## src/hw/rtl/assert_macros.svh

```systemverilog
// Assertion macros for RTL that checks itself; maze_backtracker_step includes them.
`ifndef ASSERT_MACROS_SVH
`define ASSERT_MACROS_SVH
`ifndef SYNTHESIS
`define ASSERT_ALWAYS(lbl, ck, rstn, prop) \
	lbl: assert property (@(posedge ck) disable iff (!rstn) (prop)) \
		else $error("assertion failed");
`define ASSERT_IMPLIES(lbl, ck, rstn, ante, cons) \
	lbl: assert property (@(posedge ck) disable iff (!rstn) (ante) |-> (cons)) \
		else $error("assertion failed");
`define ASSERT_NEXT(lbl, ck, rstn, ante, cons) \
	lbl: assert property (@(posedge ck) disable iff (!rstn) (ante) |=> (cons)) \
		else $error("assertion failed");
`else
`define ASSERT_ALWAYS(lbl, ck, rstn, prop)
`define ASSERT_IMPLIES(lbl, ck, rstn, ante, cons)
`define ASSERT_NEXT(lbl, ck, rstn, ante, cons)
`endif
`endif

```

## src/hw/rtl/mbt_pkg.sv

```systemverilog
// Shared types, codes and helpers of the maze backtracker.
package mbt_pkg;

	localparam int MAX_ROWS_DEF = 32;
	localparam int MAX_COLS_DEF = 32;

	localparam int GRID_W      = 6;
	localparam int CFG_IDX_W   = 1;
	localparam int RND_W       = 16;
	localparam int ACTION_W    = 2;
	localparam int CELL_OUT_W  = 5;
	localparam int DIR_W       = 2;

	localparam logic [GRID_W-1:0] GRID_RESET = 6'd16;

	localparam logic [CFG_IDX_W-1:0] CFG_GRID_ROWS = 1'd0;
	localparam logic [CFG_IDX_W-1:0] CFG_GRID_COLS = 1'd1;

	localparam logic [ACTION_W-1:0] ACT_CARVED    = 2'd0;
	localparam logic [ACTION_W-1:0] ACT_BACKTRACK = 2'd1;
	localparam logic [ACTION_W-1:0] ACT_FINISHED  = 2'd2;
	localparam logic [ACTION_W-1:0] ACT_RESTARTED = 2'd3;

	localparam logic [DIR_W-1:0] DIR_UP    = 2'd0;
	localparam logic [DIR_W-1:0] DIR_RIGHT = 2'd1;
	localparam logic [DIR_W-1:0] DIR_DOWN  = 2'd2;
	localparam logic [DIR_W-1:0] DIR_LEFT  = 2'd3;

	// Which visited row the datapath addresses this cycle.
	typedef enum logic [1:0] {
		RD_UP  = 2'd0,
		RD_MID = 2'd1,
		RD_DN  = 2'd2
	} rd_sel_t;

	typedef struct packed {
		logic    accept;
		logic    clr_start;
		logic    clr_step;
		rd_sel_t rd_sel;
		logic    cap_up;
		logic    cap_mid;
		logic    carve;
		logic    pop_start;
		logic    pop_finish;
		logic    finish_load;
		logic    restart_load;
	} cmd_t;

	typedef struct packed {
		logic req_restart;
		logic has_free;
		logic stk_empty;
		logic clr_last;
	} sts_t;

	// Residue mod 3 of a 16-bit value: 4 = 1 (mod 3), so fold base-4 digits.
	function automatic logic [1:0] mod3_u16(input logic [RND_W-1:0] v);
		logic [4:0] s;
		logic [3:0] t;
		logic [2:0] u;
		s = '0;
		for (int i = 0; i < RND_W / 2; i++) begin
			s = s + 5'(v[2*i +: 2]);
		end
		t = 4'(s[4:2]) + 4'(s[1:0]);
		u = 3'(t[3:2]) + 3'(t[1:0]);
		if (u >= 3'd3) begin
			u = u - 3'd3;
		end
		return u[1:0];
	endfunction

endpackage

```

## src/hw/rtl/mbt_ctrl.sv

```systemverilog
// Sequencer of the maze backtracker: handshakes, clearing sweep, step phases.
module mbt_ctrl (
	input  logic          clk,
	input  logic          arst_n,
	input  logic          in_valid,
	output logic          in_ready,
	output logic          out_valid,
	input  logic          out_ready,
	input  mbt_pkg::sts_t sts,
	output mbt_pkg::cmd_t cmd
);
	import mbt_pkg::*;

	typedef enum logic [5:0] {
		S_CLEAR  = 6'b000001,
		S_IDLE   = 6'b000010,
		S_RD_MID = 6'b000100,
		S_RD_DN  = 6'b001000,
		S_DECIDE = 6'b010000,
		S_POP    = 6'b100000
	} state_t;

	state_t state_q, state_d;
	logic   restart_q;
	logic   out_valid_q;
	logic   out_free;
	logic   load;

	assign out_free  = !out_valid_q || out_ready;
	assign in_ready  = (state_q == S_IDLE);
	assign out_valid = out_valid_q;
	assign load      = cmd.carve | cmd.pop_finish | cmd.finish_load | cmd.restart_load;

	always_comb begin
		cmd     = '0;
		cmd.rd_sel = RD_UP;
		state_d = state_q;
		unique case (state_q)
			S_CLEAR: begin
				cmd.clr_step = 1'b1;
				if (sts.clr_last) begin
					if (!restart_q) begin
						state_d = S_IDLE;
					end else if (out_free) begin
						cmd.restart_load = 1'b1;
						state_d = S_IDLE;
					end
				end
			end
			S_IDLE: begin
				// read the row above while waiting, so a step starts with it
				cmd.rd_sel = RD_UP;
				if (in_valid) begin
					cmd.accept = 1'b1;
					if (sts.req_restart) begin
						cmd.clr_start = 1'b1;
						state_d = S_CLEAR;
					end else begin
						state_d = S_RD_MID;
					end
				end
			end
			S_RD_MID: begin
				cmd.rd_sel = RD_MID;
				cmd.cap_up = 1'b1;
				state_d = S_RD_DN;
			end
			S_RD_DN: begin
				cmd.rd_sel  = RD_DN;
				cmd.cap_mid = 1'b1;
				state_d = S_DECIDE;
			end
			S_DECIDE: begin
				// hold the row below on the read port while the result slot is busy
				cmd.rd_sel = RD_DN;
				if (sts.has_free) begin
					if (out_free) begin
						cmd.carve = 1'b1;
						state_d = S_IDLE;
					end
				end else if (!sts.stk_empty) begin
					cmd.pop_start = 1'b1;
					state_d = S_POP;
				end else if (out_free) begin
					cmd.finish_load = 1'b1;
					state_d = S_IDLE;
				end
			end
			S_POP: begin
				if (out_free) begin
					cmd.pop_finish = 1'b1;
					state_d = S_IDLE;
				end
			end
			default: begin
				state_d = S_IDLE;
			end
		endcase
	end

	always_ff @(posedge clk or negedge arst_n) begin
		if (!arst_n) begin
			state_q     <= S_CLEAR;
			restart_q   <= 1'b0;
			out_valid_q <= 1'b0;
		end else begin
			state_q     <= state_d;
			out_valid_q <= load | (out_valid_q & !out_ready);
			if (cmd.accept) begin
				restart_q <= sts.req_restart;
			end
		end
	end

endmodule

```

## config.mk

```make
export PLATFORM = sky130hd
export DESIGN_NAME = mbt_ctrl
export DESIGN_NICKNAME = d
export VERILOG_FILES = /design/src/hw/rtl/assert_macros.svh /design/src/hw/rtl/mbt_pkg.sv /design/src/hw/rtl/mbt_ctrl.sv
export SDC_FILE = /design/constraint.sdc
export NUM_CORES = 1
export LEC_CHECK = 0
export ABC_AREA = 1
export BUFFER_PORTS_ARGS = -buffer_cell sky130_fd_sc_hd__buf_2
export CAP_MARGIN = 10
export CORE_MARGIN = 2
export CORE_UTILIZATION = 43
export DETAILED_ROUTE_END_ITERATION = 6
export PLACE_DENSITY = 0.73
export SLEW_MARGIN = 40
export SYNTH_ARGS = -nofsm -noshare
export SYNTH_HDL_FRONTEND = slang
export SYNTH_SLANG_ARGS = --single-unit
```

## constraint.sdc

```tcl
create_clock -name clk -period 1.1 [get_ports clk]
set_input_delay 0.055 -clock clk [delete_from_list [all_inputs] [get_ports clk]]
set_output_delay 0.055 -clock clk [all_outputs]
set_load 0.05 [all_outputs]
```

==> results of run 1 <==
==> synthesized netlist by cell type (all sizes together) <==
cell type  instances
a31o               1
o211ai             1
inv               22
nand4              2
dfrtp              7
nand2             17
o22ai              1
o21ai              6
nor2              18
dfstp              1
buf                1
or2                1
nand3              8
nor3               2
nor4               2
==> cells by family after synthesis <==
logic type	synth area share
simple gates	0.452
buf+inv	0.143
compound gates	0.0837
flops	0.321
==> metrics by stage <==
stage          worst slack, ns  utilization  hold slack, ns
2_1_floorplan           -0.373            -          -0.241
3_3_place_gp            -0.253        0.707         -0.0894
3_5_place_dp            -0.282        0.707         -0.0879
4_1_cts                 -0.452        0.899          0.0996
==> repair_timing <==
action,4_1_cts
setup endpoints to repair,21
gates resized for setup,46
buffers inserted,5
endpoints found under the hold margin,9
gates cloned,0
pin swaps,9
hold buffers,2
==> impl_metrics.tcl, run 1 <==
set metrics [dict create \
    status "stopped before the end" \
    stop_stage "5_1_grt" \
    error_line "[ERROR DPL-0038] Utilization greater than 100%, impossible to legalize" \
    io_buffers 21 \
    yosysSeqAreaShare 0.321 \
    yosysWarnings 0 \
    die_w_um 42.2 \
    placed_cells 134 \
    cts_buffers 3 \
    synth.area.top_cells "dfrtp_1 28%, inv_1 9.0%, nand2_1 7.2%" \
    syn-num-nets 98 \
    synth_area_um2 628 \
    std_cell_rows 13 \
    io_pins 22 \
    clockBufferDepth 2 \
    dpl_cell_area_um2 943 \
    post_synth.cell_area_avg_um2 6.98 \
    postSynthCellCount 90 \
    yosysTopAreaCellShare 0.279 \
    start_util 0.471 \
    ys_seq_elements 8 \
    worstEpCategory "output port" \
    h-tree-depth 1 \
    root_buffer "clkbuf_4" \
    grt_max_degree 9 \
    yosysUniqueCellTypes 22 \
    yosys.area.top_type "dfrtp_1" \
    hpwl_um 1380 \
    gp_congestion 0.807 \
    die_y_um 42.2 \
    cts.sinks 8 \
    worst_endpoint "cmd[4]" \
]
==> run 2, diff against run 1 <==
Settings changed: CORE_AREA set to 2 2 63 65, CORE_MARGIN 2 to not set, CORE_UTILIZATION 43 to not set, DIE_AREA set to 0 0 65 67, PLACE_DENSITY 0.73 to not set, PLACE_DENSITY_LB_ADDON set to 0.15.
Clock period 1.1 ns to 1.4 ns, I/O delays scaled along.
==> impl_metrics.tcl, run 2 <==
set metrics [dict create \
    status "complete, but fails checks" \
    violations "negative setup slack" \
    cp_top_family "simple AND/OR/NAND/NOR gates" \
    yosysWarnings 0 \
    drtPass1Iterations 3 \
    yosysUniqueCellTypes 22 \
    fin_crit_sh 1.07 \
    viasPerCell 3.94 \
    cts.sinks 8 \
    routed_wirelength_um 1810 \
    ys_seq_elements 8 \
    hpwl_um 1430 \
    io_buffers 21 \
    grt-ovfl-total 0 \
    slew_headroom 0.750 \
    syn-num-nets 98 \
    crit_path_frequent_cell "nor2_4" \
    synthArstFlopShare 1.00 \
    h-tree-depth 1 \
    die_w_um 65 \
    arrival_ns 1.43 \
    cts_buffers 3 \
    root_buffer "clkbuf_8" \
    drive_gt1_frac 0.581 \
    worst_slack_ns -0.104 \
    leakage_uw 0.000593 \
    layout_common_cells "14 x inv_1, 13 x buf_4, 10 x buf_6, 9 x nand2_1" \
    hold_violations 0 \
    grt_pass1_wl_um 2910 \
    critPathKind "reg -> out" \
    grt_pass1_vias 683 \
    drv_slew 0 \
    io_pins 22 \
    gp_congestion 0.751 \
    largest_reg_flops 6 \
    cts_tree "yes" \
    final_common_cell "inv_1" \
    yosysSeqAreaShare 0.321 \
    multiInputGateArea_um2 435 \
    finalSetupViolations 10 \
    clockBufferDepth 2 \
    hold_path.class "in -> reg" \
    timing.fmax_ghz 0.665 \
    postSynthCellCount 90 \
    peakVddDrop_mv 0.418 \
    finalSetupTns_ns -0.582 \
    fin_nets 138 \
    total_power_uw 2220 \
    path_cells "nor2_4 > nand3_2 > nor2_4 > nand3_2 > nor2_4 > buf_8" \
    yosysTopAreaCellShare 0.279 \
    wl_per_cell_um 10.2 \
    diodes 0 \
    start_util 0.174 \
    end_kind "primary output" \
    worst_pin_slew_ns 0.375 \
    area_growth_pct 85.3 \
    synthFlopType "dfrtp_1" \
    dieArea_um2 4360 \
    pre_cts_ws_ns 0.0232 \
    core_um2 3610 \
    synth_common_cells "15 x inv_1, 12 x nand2_1, 12 x nor2_1, 8 x nand3_1" \
    drt_iter0_drc 21 \
    grt_max_degree 9 \
    maxCapViolations 0 \
    post_synth.cell_area_avg_um2 6.98 \
    period_needed_ns 1.50 \
    grt.total_usage 0.0889 \
    synth_area_um2 628 \
    yosysMostFrequentCell "inv_1" \
    regMostFlops "state_q" \
    antenna_found_initial 0 \
    fillers 398 \
    synth-edff-count 0 \
    clk_latency_ns 0.23 \
    rsz0062_at_grt "true" \
    remaining_drc_errors 0 \
    critPathLaunchType "register" \
    synth.area.top_cells "dfrtp_1 28%, inv_1 9.0%, nand2_1 7.2%" \
    final_antenna_net_count 0 \
    powerDensity_nw_per_um2 1910 \
    cp_max_fo 3 \
    yosys.area.top_type "dfrtp_1" \
    max_stage_delay_ns 0.41 \
    skew_ns 0.0104 \
    layout.area.seq_um2 205 \
    cp_num_buf_inv 1 \
    required_ns 1.33 \
    dr_total_vias 697 \
    crit_slowest_cell "dfrtp_1" \
    std_cell_rows 22 \
    die_y_um 67 \
    clk_pin_slew_ns 0.04 \
]
==> run 2: cell counts after synthesis <==
No cell type changed its count.
==> run 2: routing by layer <==
layer	routed length (um)	track usage
met1	743	0.102
met5	0	0
met4	33	0.0559
met3	80	0.0203
met2	955	0.149
==> run 2: path summary, 6_finish.rpt <==
path	cells past startpoint	end	from	slack [ns]
max in group asynchronous	2	state_q[0]	arst_n	0.92
setup / recovery	6	cmd[1]	state_q[2]	-0.10
min in group asynchronous	2	state_q[5]	arst_n	0.22
setup reg to reg	10	state_q[1]	state_q[4]	0.03
hold reg to reg	2	out_valid	out_valid	0.61
hold / removal	2	state_q[2]	sts[3]	0.03
==> run 2: area by class of cell <==
cell class | count | share of cell area
tap | 48 | 0.0516
clock buffer | 4 | 0.0387
inverter | 22 | 0.0753
multi-input combinational | 59 | 0.374
sequential | 8 | 0.176
timing repair buffer | 36 | 0.284
==> run 2: logic make-up after synthesis <==
family / count (synthesis) / synth area share
and+or+nand+nor: 50 / 0.452
buffers and inverters: 23 / 0.143
AOI/OAI and AO/OA: 9 / 0.0837
DFF: 8 / 0.321
==> run 2: timing repair <==
action | in CTS | in global routing
pin swaps | 6 | 11
setup buffers | 3 | 5
endpoints found under the hold margin | 8 | 0
resized for setup | 30 | 14
hold buffers | 1 | 0
setup endpoints to repair | 13 | 14
==> run 2: through the flow <==
step           cells  instance area, um^2   util  hold WS (ns)
2_1_floorplan     90                  699      -        -0.226
3_3_place_gp     164                  911  0.253       -0.0602
3_5_place_dp     164                  911  0.253       -0.0617
4_1_cts          172                 1080  0.300        0.0249
5_1_grt          177                 1160  0.323        0.0214
6_report         177                 1160  0.323        0.0314
==> run 2: where the power goes <==
part           internal [uW]  leakage (uW)  switching [uW]
Combinational            601      0.000473             921
Sequential               317     0.0000976            82.3
Clock                    198     0.0000228             100
Total                   1120      0.000593            1100
Note: power is estimated with default switching activity, not from simulation.
==> run 3, diff against run 2 <==
Settings changed: BUFFER_PORTS_ARGS -buffer_cell sky130_fd_sc_hd__buf_2 to -buffer_cell sky130_fd_sc_hd__buf_4, CORE_AREA 2 2 63 65 to 3 3 64 66, DIE_AREA 0 0 65 67 to 0 0 67 69.
==> impl_metrics.tcl, run 3 (same netlist as run 2, synthesis figures left out) <==
set metrics [dict create \
    status "complete, but fails checks" \
    violations "negative setup slack" \
    cts_tree "yes" \
    core_um2 3630 \
    final_antenna_net_count 0 \
    hpwl_um 1440 \
    hold_violations 0 \
    critPathKind "reg -> out" \
    grt.total_usage 0.0834 \
    root_buffer "clkbuf_8" \
    clk_pin_slew_ns 0.05 \
    cp_max_fo 3 \
    rsz0062_at_grt "true" \
    critPathLaunchType "register" \
    period_needed_ns 1.48 \
    viasPerCell 4.02 \
    clk_latency_ns 0.24 \
    skew_ns 0.0101 \
    p_int_uw 1040 \
    grt-ovfl-total 0 \
    post-route-util 0.313 \
    drv_slew 0 \
    hp-start "sts[3]" \
    final_area_um2 1140 \
    h-tree-depth 1 \
    slew_headroom 0.738 \
    regMostFlops "state_q" \
    leakage_uw 0.000562 \
    area_growth_pct 80.9 \
    grt_pass1_wl_um 2970 \
    die_y_um 69 \
    timing.fmax_ghz 0.674 \
    pwr-share-clk 0.140 \
    gp_congestion 0.778 \
    routed_wirelength_um 1820 \
    remaining_drc_errors 0 \
    grt_pass1_vias 658 \
    cts_buffers 3 \
    arrival_ns 1.41 \
    finalSetupTns_ns -0.496 \
    r2r-start "state_q[0]" \
    drt_iter0_drc 33 \
    placed_cells 161 \
    powerDensity_nw_per_um2 1900 \
    end_kind "primary output" \
    die_w_um 67 \
    fin_nets 130 \
    grt_max_degree 9 \
    required_ns 1.33 \
    wl_per_cell_um 10.7 \
    swShare 0.520 \
    drive_gt1_frac 0.579 \
    final_common_cell "inv_1" \
    peakVddDrop_mv 0.502 \
    diodes 0 \
    dpl_cell_area_um2 928 \
    antenna_found_initial 0 \
    clockBufferDepth 2 \
    dieArea_um2 4620 \
    worst_slack_ns -0.0833 \
    std_cell_rows 22 \
    worst_pin_slew_ns 0.392 \
    drtPass1Iterations 4 \
    finalSetupViolations 8 \
    io_pins 22 \
    cts.sinks 8 \
    start_util 0.173 \
    maxCapViolations 0 \
    critPathLaunch "state_q[3]" \
    p_sw_uw 1120 \
    p_comb_frac 0.679 \
    power_frac_seq 0.182 \
    hold_path.class "in -> reg" \
    io_buffers 21 \
    dr_total_vias 679 \
    largest_reg_flops 6 \
    layout_common_cells "14 x inv_1, 12 x buf_4, 12 x buf_6, 9 x nor2_4, 8 x nand2_1" \
    layoutNonFillerInstCount 169 \
    fin_crit_sh 1.06 \
]
[run 3: changes by cell type in the layout (fill, tap and decap cells not counted), sizes merged]
cell | previous run | this run
buf | 35 | 27
[run 3: timing repair]
action,4_1_cts,5_1_grt
hold buffers,1,0
resized for setup,23,14
setup endpoints to repair,11,15
pin swaps,7,7
buffers inserted,2,1
cloned,0,0
endpoints found under the hold margin,8,0
[run 3: power groups by stage]
stage	Clock, uW	Sequential [uW]	Combinational [uW]
floorplan	0	404	896
global placement	0	397	1190
detailed placement	0	395	1190
CTS	310	391	1370
global route	327	403	1590
finish	302	393	1470
[run 3: worst max-delay path, cell delays in order (launching register included)]
cell	delay, ns
dfrtp_2	0.43
nor2_4	0.15
nand2_4	0.09
inv_4	0.08
nand2_4	0.06
inv_4	0.08
nand2_4	0.06
nor2_4	0.08
buf_6	0.16
[run 3: layout make-up]
cell class / instances / area [um^2]
inverters: 22 / 90.1
repair buffers: 28 / 280
flip-flops and latches: 8 / 205
well taps: 48 / 60.1
multi-input cells: 59 / 455
clock buffers: 4 / 45.0
fillers: 411 / 2500
[run 3: per-layer routing]
metal / vias to the layer above / GRT usage / routed length, um
met1: 317 / 0.101 / 772
met2: 14 / 0.135 / 947
met5: - / 0 / 0
met3: 2 / 0.0342 / 84
met4: 0 / 0.0203 / 12
li1: 346 / - / -
[run 3: through the flow]
step / total power [uW] / hold WS, ns / setup WS (ns)
2_1_floorplan: 1300 / -0.226 / -0.110
3_3_place_gp: 1590 / -0.0948 / 0.0543
3_5_place_dp: 1580 / -0.0982 / 0.0709
4_1_cts: 2070 / 0.0138 / -0.136
5_1_grt: 2320 / 0.0179 / -0.167
6_report: 2160 / 0.0198 / -0.0833
[run 3: worst paths after layout]
kind                              end  slack, ns  cells past startpoint
setup reg to reg           state_q[1]       0.02                      8
hold reg to reg            state_q[0]       0.60                      4
min in group asynchronous  state_q[2]       0.19                      2
setup / recovery              cmd[10]      -0.08                      8
hold / removal             state_q[2]       0.02                      2
max in group asynchronous  state_q[0]       0.98                      2
==> run 4, diff against run 3 <==
==> constraint.sdc (replaced) <==
create_clock -name clk -period 1.4 [get_ports clk]
set_input_delay 0.14 -clock clk [delete_from_list [all_inputs] [get_ports clk]]
set_output_delay 0.14 -clock clk [all_outputs]
set_load 0.05 [all_outputs]
==> impl_metrics.tcl, run 4 (same netlist as run 2, synthesis figures left out) <==
set metrics [dict create \
    status "complete, but fails checks" \
    violations "negative setup slack" \
    die_y_um 69 \
    grt_pass1_wl_um 3280 \
    grt.total_usage 0.0922 \
    worst_slack_ns -0.210 \
    finalSetupTns_ns -1.82 \
    remaining_drc_errors 0 \
    root_buffer "clkbuf_8" \
    cts.sinks 8 \
    hold_violations 0 \
    dr_total_vias 706 \
    drive_gt1_frac 0.625 \
    hpwl_um 1500 \
    grt_max_degree 9 \
    crit_slowest_cell "dfrtp_1" \
    critPathKind "reg -> out" \
    layout_common_cells "18 x buf_4, 12 x inv_1, 10 x nor2_4, 8 x buf_6" \
    drt_iter0_drc 15 \
    dieArea_um2 4620 \
    path_cells "inv_2 > nor2_4 > inv_1 > nor2_4 > inv_4 > nor3_4 > buf_6" \
    routed_wirelength_um 1960 \
    crit_path_frequent_cell "nor2_4" \
    max_stage_delay_ns 0.43 \
    viasPerCell 4.01 \
    cts_tree "yes" \
    std_cell_rows 22 \
    cts_buffers 3 \
    io_pins 22 \
    gp_congestion 0.761 \
    clk_latency_ns 0.24 \
    wl_per_cell_um 11.1 \
    grt-ovfl-total 0 \
    rsz0062_at_grt "true" \
    finalSetupViolations 14 \
    diodes 0 \
    clockBufferDepth 2 \
    leakage_uw 0.000601 \
    final_area_um2 1250 \
    powerDensity_nw_per_um2 2040 \
    drtPass1Iterations 4 \
    final_common_cell "buf_4" \
    post-route-util 0.345 \
    slew_headroom 0.759 \
    arrival_ns 1.47 \
    period_needed_ns 1.61 \
    cp_num_buf_inv 4 \
    antenna_found_initial 0 \
    clk_pin_slew_ns 0.05 \
    fin_crit_sh 1.15 \
    skew_ns 0.00828 \
    hold_path.class "in -> reg" \
    required_ns 1.26 \
    timing.fmax_ghz 0.621 \
    cp_top_family "flip-flops" \
    h-tree-depth 1 \
    core_um2 3630 \
    end_kind "primary output" \
    peakVddDrop_mv 0.517 \
    start_util 0.173 \
    final_antenna_net_count 0 \
    die_w_um 67 \
    regMostFlops "state_q" \
    area_growth_pct 99.6 \
    dpl_cell_area_um2 976 \
    maxCapViolations 0 \
    worst_pin_slew_ns 0.361 \
    largest_reg_flops 6 \
    io_buffers 21 \
    grt_pass1_vias 724 \
    drv_slew 0 \
    pre_cts_ws_ns 0.000325 \
    cp_max_fo 4 \
    fin_nets 137 \
    critPathLaunchType "register" \
]
-- run 4: cell count changes in the layout (fill, tap and decap cells not counted), moves of 2 or more --
cell     delta
nor2_1      -2
inv_1       -2
buf_8       +4
buf_6       -4
nand2_8     +2
nand3_1     +2
nand3_2     -2
buf_4       +6
-- run 4: where the power goes --
| part | leakage, uW | internal [uW] | switching [uW] |
|---|---|---|---|
| sequential | 0.0000978 | 319 | 87.2 |
| combinational | 0.000480 | 772 | 1070 |
| clock | 0.0000228 | 199 | 107 |
-- run 4: area by class of cell --
type	instances	area, um^2
Fill cell	383	2380
Multi-Input combinational cell	59	485
Sequential cell	8	205
Inverter	22	97.6
Clock buffer	4	45.0
Tap cell	48	60.1
Timing Repair Buffer	35	360
-- run 4: worst paths after layout --
check / start / endpoint / slack (ns) / cells after the start
max: state_q[4] / cmd[4] / -0.21 / 7
min: sts[3] / state_q[2] / 0.11 / 2
max reg2reg: state_q[5] / state_q[1] / -0.01 / 10
min reg2reg: out_valid / out_valid / 0.60 / 2
max in group asynchronous: arst_n / state_q[0] / 0.91 / 2
min in group asynchronous: arst_n / state_q[2] / 0.27 / 2
-- run 4: per-layer routing --
layer / routed length, um / up-vias / GRT usage
li1: - / 357 / -
met1: 779 / 336 / 0.105
met2: 1070 / 11 / 0.157
met3: 91 / 2 / 0.0342
met4: 17 / 0 / 0.0270
met5: 0 / - / 0
-- run 4: per-stage QoR --
| step | hold WS (ns) | total power (uW) | std cells |
|---|---|---|---|
| final | 0.113 | 2560 | 176 |
| after floorplan | -0.156 | 1430 | 90 |
| after global placement | -0.0246 | 1750 | 161 |
| after detailed placement | -0.0281 | 1760 | 161 |
| after CTS | 0.0887 | 2290 | 169 |
| after global routing | 0.110 | 2740 | 176 |
-- run 4: what timing repair did --
| action | in CTS | in global routing |
|---|---|---|
| hold endpoints to repair | 8 | 0 |
| endpoints found under the setup margin | 13 | 14 |
| hold buffers | 1 | 0 |
| pin swaps | 4 | 8 |
| resized for setup | 25 | 19 |
| setup buffers | 3 | 8 |
